===== src/hw/rtl/scis_pkg.sv =====
// shared types, constants and helpers for the sign change interval scanner
package scis_pkg;

    // register word indexes on the configuration port
    typedef enum logic [2:0] {
        REG_SCAN_START = 3'd0,
        REG_SCAN_END   = 3'd1,
        REG_STEP_SIZE  = 3'd2,
        REG_ZERO_BAND  = 3'd3,
        REG_CAPACITY   = 3'd4
    } t_reg_idx;

    localparam int unsigned PADDR_W = 5;
    localparam int unsigned COUNT_W = 11;

    // hard limit on the number of reported intervals
    localparam logic [COUNT_W-1:0] MAX_INTERVALS = 11'd1024;

    // register reset values
    localparam logic signed [31:0] RST_SCAN_START = 32'sd0;
    localparam logic signed [31:0] RST_SCAN_END   = 32'sd65536;
    localparam logic [30:0]        RST_STEP_SIZE  = 31'd4096;
    localparam logic [30:0]        RST_ZERO_BAND  = 31'd0;
    localparam logic [COUNT_W-1:0] RST_CAPACITY   = 11'd16;

    // magnitude of a 33 bit signed value
    function automatic logic [32:0] abs_s33(input logic signed [32:0] v);
        logic signed [32:0] neg;
        neg = -v;
        return v[32] ? neg : v;
    endfunction

    // magnitude of a 35 bit signed value
    function automatic logic [34:0] abs_s35(input logic signed [34:0] v);
        logic signed [34:0] neg;
        neg = -v;
        return v[34] ? neg : v;
    endfunction

endpackage


===== src/hw/rtl/sign_change_interval_scanner_top.sv =====
// sign change interval scanner: grid scan that brackets roots of a sampled function
//
// Each input beat carries one Q16.16 function sample on a uniform grid that starts at
// scan_start, advances by step_size and is clamped at scan_end; restart marks the sample
// at scan_start. The block takes one beat every cycle unless the result side stalls: the
// sample is registered, the bracket, duplicate and capacity checks run combinationally
// against the stored left point and last report, and the result lands in an output
// register. The stored scan state is loaded along with that register, so back-to-back
// samples never wait on each other; only a stall on the result side holds the input.
// Samples ignored before the first restart or after the scan stops produce no result beat.
// Configuration is an APB-style port with 32 bit words at byte address 4*index.
module sign_change_interval_scanner_top
    import scis_pkg::*;
(
    input  logic                      i_clk,
    input  logic                      i_rst_n,
    // sample channel
    input  logic                      i_in_valid,
    output logic                      o_in_stall,
    input  logic signed [31:0]        i_sample_value,
    input  logic                      i_restart,
    // result channel
    output logic                      o_out_valid,
    input  logic                      i_out_stall,
    output logic                      o_interval_valid,
    output logic signed [31:0]        o_interval_left,
    output logic signed [31:0]        o_interval_right,
    output logic [COUNT_W-1:0]        o_interval_index,
    output logic                      o_scan_finished,
    output logic                      o_capacity_full,
    // configuration port
    input  logic                      psel,
    input  logic                      penable,
    input  logic                      pwrite,
    input  logic [PADDR_W-1:0]        paddr,
    input  logic [31:0]               pwdata,
    output logic [31:0]               prdata,
    output logic                      pready
);

    // configuration registers
    logic signed [31:0]   r_scan_start;
    logic signed [31:0]   r_scan_end;
    logic [30:0]          r_step_size;
    logic [30:0]          r_zero_band;
    logic [COUNT_W-1:0]   r_capacity;

    // input register
    logic                 r_in_vld;
    logic signed [31:0]   r_in_sample;
    logic                 r_in_restart;

    // scan state
    logic signed [31:0]   r_pos_left, n_pos_left;
    logic signed [31:0]   r_val_left, n_val_left;
    logic                 r_have_left, n_have_left;
    logic signed [31:0]   r_last_left, n_last_left;
    logic signed [31:0]   r_last_right, n_last_right;
    logic [COUNT_W-1:0]   r_count, n_count;
    logic                 r_stopped, n_stopped;

    // result register
    logic                 r_out_vld;
    logic                 r_res_ivalid;
    logic signed [31:0]   r_res_left;
    logic signed [31:0]   r_res_right;
    logic [COUNT_W-1:0]   r_res_index;
    logic                 r_res_fin;
    logic                 r_res_full;

    // combinational result
    logic                 res_emit;
    logic                 res_ivalid;
    logic signed [31:0]   res_left;
    logic signed [31:0]   res_right;
    logic                 res_fin;
    logic                 res_full;

    logic                 advance;
    logic                 cfg_wr;
    logic [2:0]           reg_idx;

    // datapath terms
    logic [30:0]          step_eff;
    logic [COUNT_W-1:0]   cap_eff;
    logic signed [32:0]   xr_sum;
    logic signed [31:0]   xr;
    logic                 left_at_end;
    logic                 left_zero;
    logic                 right_zero;
    logic                 opposite;
    logic                 cand;
    logic signed [31:0]   cl;
    logic signed [31:0]   cr;
    logic                 same_ends;
    logic                 same_zone;
    logic                 dup;
    logic [32:0]          d_left;
    logic [32:0]          d_right;
    logic [32:0]          w_prev;
    logic [32:0]          w_cand;
    logic [34:0]          d_mid;

    // handshake: the compute stage moves when the result register is free or draining
    assign advance     = !r_out_vld || !i_out_stall;
    assign o_in_stall  = r_in_vld && !advance;
    assign o_out_valid = r_out_vld;

    assign o_interval_valid = r_res_ivalid;
    assign o_interval_left  = r_res_left;
    assign o_interval_right = r_res_right;
    assign o_interval_index = r_res_index;
    assign o_scan_finished  = r_res_fin;
    assign o_capacity_full  = r_res_full;

    // configuration port
    assign pready  = 1'b1;
    assign cfg_wr  = psel && penable && pwrite;
    assign reg_idx = paddr[PADDR_W-1:2];

    always_ff @(posedge i_clk) begin
        if (!i_rst_n) begin
            r_scan_start <= RST_SCAN_START;
            r_scan_end   <= RST_SCAN_END;
            r_step_size  <= RST_STEP_SIZE;
            r_zero_band  <= RST_ZERO_BAND;
            r_capacity   <= RST_CAPACITY;
        end else if (cfg_wr) begin
            unique case (reg_idx)
                REG_SCAN_START: r_scan_start <= pwdata;
                REG_SCAN_END:   r_scan_end   <= pwdata;
                REG_STEP_SIZE:  r_step_size  <= pwdata[30:0];
                REG_ZERO_BAND:  r_zero_band  <= pwdata[30:0];
                REG_CAPACITY:   r_capacity   <= pwdata[COUNT_W-1:0];
                default: ;
            endcase
        end
    end

    // register read back
    always_comb begin
        unique case (reg_idx)
            REG_SCAN_START: prdata = r_scan_start;
            REG_SCAN_END:   prdata = r_scan_end;
            REG_STEP_SIZE:  prdata = {1'b0, r_step_size};
            REG_ZERO_BAND:  prdata = {1'b0, r_zero_band};
            REG_CAPACITY:   prdata = {{(32-COUNT_W){1'b0}}, r_capacity};
            default:        prdata = 32'd0;
        endcase
    end

    // input register
    always_ff @(posedge i_clk) begin
        if (!i_rst_n) begin
            r_in_vld <= 1'b0;
        end else if (!o_in_stall) begin
            r_in_vld <= i_in_valid;
        end
    end

    always_ff @(posedge i_clk) begin
        if (i_in_valid && !o_in_stall) begin
            r_in_sample  <= i_sample_value;
            r_in_restart <= i_restart;
        end
    end

    // grid step and right point, clamped to the scan end
    assign step_eff    = (r_step_size == 31'd0) ? 31'd1 : r_step_size;
    assign cap_eff     = (r_capacity < MAX_INTERVALS) ? r_capacity : MAX_INTERVALS;
    assign xr_sum      = $signed({r_pos_left[31], r_pos_left}) + $signed({2'b00, step_eff});
    assign xr          = (xr_sum > $signed({r_scan_end[31], r_scan_end})) ? r_scan_end
                                                                           : xr_sum[31:0];
    assign left_at_end = (r_pos_left >= r_scan_end);

    // bracket candidate
    assign left_zero  = abs_s33({r_val_left[31], r_val_left}) <= {2'b00, r_zero_band};
    assign right_zero = abs_s33({r_in_sample[31], r_in_sample}) <= {2'b00, r_zero_band};
    assign opposite   = (r_val_left[31] && !r_in_sample[31] && (r_in_sample != 32'sd0))
                     || (!r_val_left[31] && (r_val_left != 32'sd0) && r_in_sample[31]);

    always_comb begin
        cand = 1'b1;
        cl   = r_pos_left;
        cr   = r_pos_left;
        priority if (left_zero) begin
            cl = r_pos_left;
            cr = r_pos_left;
        end else if (opposite) begin
            cl = r_pos_left;
            cr = xr;
        end else if (right_zero) begin
            cl = xr;
            cr = xr;
        end else begin
            cand = 1'b0;
        end
    end

    // repeat of the last report: close endpoints, or narrow and close midpoints
    assign d_left  = abs_s33($signed({r_last_left[31], r_last_left}) - $signed({cl[31], cl}));
    assign d_right = abs_s33($signed({r_last_right[31], r_last_right}) - $signed({cr[31], cr}));
    assign w_prev  = abs_s33($signed({r_last_right[31], r_last_right})
                           - $signed({r_last_left[31], r_last_left}));
    assign w_cand  = abs_s33($signed({cr[31], cr}) - $signed({cl[31], cl}));
    assign d_mid   = abs_s35(($signed({{3{r_last_left[31]}}, r_last_left})
                            + $signed({{3{r_last_right[31]}}, r_last_right}))
                           - ($signed({{3{cl[31]}}, cl}) + $signed({{3{cr[31]}}, cr})));
    assign same_ends = (d_left <= {2'b00, r_zero_band}) && (d_right <= {2'b00, r_zero_band});
    assign same_zone = (d_mid <= {4'd0, step_eff}) && (w_prev <= {2'b00, step_eff})
                    && (w_cand <= {2'b00, step_eff});
    assign dup       = (r_count != '0) && (same_ends || same_zone);

    // per-sample scan step
    always_comb begin
        n_pos_left   = r_pos_left;
        n_val_left   = r_val_left;
        n_have_left  = r_have_left;
        n_last_left  = r_last_left;
        n_last_right = r_last_right;
        n_count      = r_count;
        n_stopped    = r_stopped;
        res_emit     = 1'b0;
        res_ivalid   = 1'b0;
        res_left     = 32'sd0;
        res_right    = 32'sd0;
        res_fin      = 1'b0;
        res_full     = 1'b0;
        priority if (r_in_restart) begin
            n_count      = '0;
            n_have_left  = 1'b1;
            n_pos_left   = r_scan_start;
            n_val_left   = r_in_sample;
            n_last_left  = 32'sd0;
            n_last_right = 32'sd0;
            n_stopped    = (r_scan_start >= r_scan_end);
            res_emit     = 1'b1;
            res_fin      = n_stopped;
        end else if (!r_have_left || r_stopped) begin
            res_emit = 1'b0;
        end else if (left_at_end) begin
            n_stopped = 1'b1;
            res_emit  = 1'b1;
            res_fin   = 1'b1;
        end else if (cand && !dup && (r_count >= cap_eff)) begin
            // bracket found with no room left: sample is not consumed
            n_stopped = 1'b1;
            res_emit  = 1'b1;
            res_full  = 1'b1;
        end else begin
            res_emit   = 1'b1;
            n_pos_left = xr;
            n_val_left = r_in_sample;
            n_stopped  = (xr >= r_scan_end);
            res_fin    = n_stopped;
            if (cand && !dup) begin
                n_last_left  = cl;
                n_last_right = cr;
                n_count      = r_count + 1'b1;
                res_ivalid   = 1'b1;
                res_left     = cl;
                res_right    = cr;
            end
        end
    end

    // scan state registers
    always_ff @(posedge i_clk) begin
        if (!i_rst_n) begin
            r_pos_left   <= 32'sd0;
            r_val_left   <= 32'sd0;
            r_have_left  <= 1'b0;
            r_last_left  <= 32'sd0;
            r_last_right <= 32'sd0;
            r_count      <= '0;
            r_stopped    <= 1'b0;
        end else if (r_in_vld && advance) begin
            r_pos_left   <= n_pos_left;
            r_val_left   <= n_val_left;
            r_have_left  <= n_have_left;
            r_last_left  <= n_last_left;
            r_last_right <= n_last_right;
            r_count      <= n_count;
            r_stopped    <= n_stopped;
        end
    end

    // result register
    always_ff @(posedge i_clk) begin
        if (!i_rst_n) begin
            r_out_vld <= 1'b0;
        end else if (advance) begin
            r_out_vld <= r_in_vld && res_emit;
        end
    end

    always_ff @(posedge i_clk) begin
        if (r_in_vld && advance && res_emit) begin
            r_res_ivalid <= res_ivalid;
            r_res_left   <= res_left;
            r_res_right  <= res_right;
            r_res_index  <= n_count;
            r_res_fin    <= res_fin;
            r_res_full   <= res_full;
        end
    end

endmodule


===== config.mk =====
export PLATFORM = sky130hd
export DESIGN_NAME = sign_change_interval_scanner_top
export DESIGN_NICKNAME = d
export VERILOG_FILES = /design/src/hw/rtl/scis_pkg.sv /design/src/hw/rtl/sign_change_interval_scanner_top.sv
export SDC_FILE = /design/constraint.sdc
export NUM_CORES = 2
export LEC_CHECK = 0
export BUFFER_PORTS_ARGS = -buffer_cell sky130_fd_sc_hd__clkbuf_2
export CAP_MARGIN = 20
export CORE_ASPECT_RATIO = 0.8
export CORE_MARGIN = 2
export CORE_UTILIZATION = 65
export CTS_CLUSTER_DIAMETER = 150
export CTS_CLUSTER_SIZE = 28
export DETAILED_ROUTE_END_ITERATION = 10
export HOLD_SLACK_MARGIN = 0.02
export PLACE_DENSITY = 0.91
export RECOVER_POWER = 100
export REMOVE_ABC_BUFFERS = 1
export SLEW_MARGIN = 40
export SYNTH_ARGS = -nofsm -noshare
export SYNTH_HDL_FRONTEND = slang
export SYNTH_SLANG_ARGS = --single-unit

===== constraint.sdc =====
create_clock -name i_clk -period 27.3 [get_ports i_clk]
set_input_delay 2.73 -clock i_clk [delete_from_list [all_inputs] [get_ports i_clk]]
set_output_delay 2.73 -clock i_clk [all_outputs]
set_load 0.005 [all_outputs]

==> metrics.md <==
| Metric | Value |
|---|---|
| Synth top area share | `0.161` |
| Slew headroom | `-2.12` |
| Detailed placer's ending HPWL | `about 120 mm` |
| Crit Path Category | `reg -> reg` |
| Root Driver | `clkbuf_16` |
| Routed met2 length | `between 60 and 70 mm` |
| Largest net degree at the start of global routing | `132` |
| Slowest cell delay on critical path | `approximately 1.5 ns` |
| CTS resizes | `0` |
| Multiplexer share of the synthesized area | `0.0389` |
| Seq/Total Area, Yosys | `0.206` |
| Peak VDD IR | `approximately 0.000090 V` |
| Vias in the first global route | `between 40k and 50k` |
| Starting Density | `0.659` |
| Global-route wire length before repair | `232 mm` |
| FFs w/ async S/R, synth | `0` |
| Max Clk Rate | `approximately 0.046 GHz` |
| Cell taking the most area after synthesis | `ha_1` |
| ANT nets after route | `0` |
| Grt ovf | `0` |
| CTS clk-pin slew, worst paths | `0.12 ns` |
| Row cnt | `84` |
| Top FF cell, synth | `dfxtp_1` |
| 1st-iter DRT viols | `between 5k and 6k` |
| Met1 WL | `around 59 mm` |
| CTS tree | `built` |
| DR vias | `about 44k` |
| Simple-gate share of the synthesized area | `0.200` |
| Drt wl/cell | `between 20 and 25 um` |
| Crit path top cell by count | `o21ai_0` |
| Fraction of layout cells with a size suffix above 1 | `0.0710` |
| GRT Overall Usage | `0.433` |
| Crit end category | `flip-flop` |
| Power density over cell area | `approximately 85 nW/um2` |
| Clk buf depth | `3` |
| Top post-synthesis cells by area | `ha_1, dfxtp_1, edfxtp_1` |
| Yosys reg bits | `approximately 390` |
| Final Max Slew Viols | `about 510` |
| Synth Area in Adders | `0.194` |
| Arr. time, crit path | `roughly 22 ns` |
| Setup WS pre-CTS | `~10 ns` |
| Synth Instances | `5423` |
| Total Wirelength | `between 150 and 200 mm` |
| Slew @ Worst Pin | `between 4 and 5 ns` |
| Clock Sinks | `around 390` |
| Synth Cell Area | `approximately 43000 um2` |
| Die W | `roughly 290 um` |
| Fin worst setup slack | `~5.8 ns` |
| IO Pins | `190` |
| Clock latency on the worst-skew pair | `about 0.62 ns` |
| Final setup skew | `0.0650 ns` |
| Final period util | `0.788` |
| First drt pass iteration count | `10` |
| IO Port Bufs | `around 190` |
| Crit-path max FO | `between 60 and 70` |
| Xor and xnor fraction of the mapped netlist area | `0.0716` |
| Synth Warn # | `0` |
| Run status | `finished, violations left` |
| Vias per cell | `between 6 and 7` |
| Final Critical Period | `between 20 and 25 ns` |
| Die Y | `between 200 and 250 um` |
| Nets | `6175` |
| Setup TNS | `0 ns` |
| Failing checks | `capacitance limit, slew limit` |
| CP required | `27.60 ns` |
| Final hold viol count | `0` |
| Setup crit start kind | `flip-flop` |
| CTS Hold Buffers Added | `0` |
| Syn Area/Cell | `roughly 8 um2` |
| Clock buffer count from CTS | `18` |
| DRC errors left | `0` |
| Synth Area in Compound Gates | `0.235` |
| Gpl congestion | `roughly 1.1` |
| Initial antenna violation count | `4` |
| Filler cell count | `between 5k and 6k` |
| Die area | `about 69000 um2` |
| Top Layer Used | `met4` |
| Min-delay worst type | `reg -> reg` |
| Core area | `65800 um2` |
| Slowest cell on crit path | `and2_0` |
| Max cap viols | `11` |
| Met3 wire length | `between 20 and 25 mm` |
| EDFF count, synth | `approximately 110` |
| Post-CTS Setup Bufs | `0` |
| Leak | `about 19 nW` |
| Area Overhead vs Synth | `5.25%` |
| Final setup viols | `0` |
| RSZ-0062 raised after global routing | `no` |
| Largest family of logic cells by synthesized area | `compound AO/OA/AOI/OAI gates` |
| CTS H-Tree Depth | `1` |
| Unique masters post-synth | `111` |
## layer usage
metal / up-vias / track usage
li1: 19900 / -
met1: 20300 / 0.574
met2: 2871 / 0.647
met3: 541 / 0.106
met4: 0 / 0.233
met5: - / 0
## stage by stage
step	instances	utilization	instance area, um2	hold slack, ns	power, mW
3_5_place_dp	6309	0.687	45200	0.457	3.47
5_1_grt	6339	0.693	45600	0.497	4.20
4_1_cts	6339	0.695	45700	0.471	3.82
2_1_floorplan	5172	-	42300	0.429	2.76
3_3_place_gp	6304	0.685	45000	0.444	3.38
6_report	6345	0.693	45600	0.476	3.89
## synthesized netlist by cell type (40+ instances only)
master	instances
nand2_1	617
ha_1	559
a21oi_1	467
inv_1	349
o21ai_0	294
nor2_1	291
dfxtp_1	280
xnor2_1	254
clkbuf_1	207
a21o_1	172
nand3_1	142
mux2i_1	112
edfxtp_1	111
nand4_1	104
nor3_1	95
xor2_1	95
nor2b_1	86
nand2b_1	73
fa_1	70
o211ai_1	64
o21a_1	57
or3_1	51
and3_1	48
o31ai_1	46
a211oi_1	44
and2_1	43
a22o_1	40
## layout make-up
cell class | count | area, um2 | share of cell area
inverters | 352 | 1320 | 0.0290
clock inverters | 3 | 63.8 | 0.00140
well taps | 860 | 1080 | 0.0236
repair buffers | 277 | 1570 | 0.0344
clock buffers | 27 | 505 | 0.0111
diodes | 6 | 15.0 | 0.000329
multi-input cells | 4429 | 32100 | 0.704
flip-flops and latches | 391 | 8940 | 0.196
## worst max-delay path, delay by kind of cell (launching register included)
kind / cells / cell delay [ns]
AOI/OAI and AO/OA: 28 / 9.77
xor gates and xnor gates: 2 / 0.43
adders and majority gates: 7 / 2.68
buffers and inverters: 6 / 2.52
DFF: 1 / 0.42
muxes: 1 / 0.82
and+or+nand+nor: 14 / 4.39
## cell usage in the layout, fill, tap and decap left out, drive strengths merged, types with 31 or more instances in the layout
master / count
xor2: 95
fa: 70
or2: 42
o21a: 57
nor2: 291
nand4: 104
o211ai: 64
mux2i: 113
ha: 559
inv: 349
o21ai: 301
o31ai: 46
nand3: 143
a21oi: 470
and2: 47
o21bai: 31
buf: 88
edfxtp: 111
clkbuf: 216
or3: 52
nand2b: 73
a211oi: 46
nor2b: 86
or4: 32
a22o: 40
a31oi: 36
nor3: 95
nor4: 39
dfxtp: 280
a21o: 172
nand2: 617
and3: 48
xnor2: 254
## worst paths after layout
check,start,to,slack [ns],cells after the start
hold reg to reg,r_zero_band[19],r_zero_band[19],0.48,2
hold / removal,r_zero_band[19],r_zero_band[19],0.48,2
setup / recovery,r_step_size[26],o_interval_right[18],5.78,58
setup reg to reg,r_step_size[26],o_interval_right[18],5.78,58
## where the power goes
part | switching, mW | leakage (nW) | internal (mW)
Sequential | 0.0137 | 3.30 | 0.609
Combinational | 1.72 | 15.8 | 1.21
Clock | 0.208 | 0.268 | 0.135
Total | 1.94 | 19.3 | 1.95
## cell families after synthesis
kind of cell             Yosys count
multiplexers                     142
buffers and inverters            603
AND/OR/NAND/NOR                 1749
AO/OA/AOI/OAI                   1557
other                              1
adder cells (fa/ha/maj)          629
XOR/XNOR                         351
flip-flops                       391
Power figures use the tool's default switching activity.
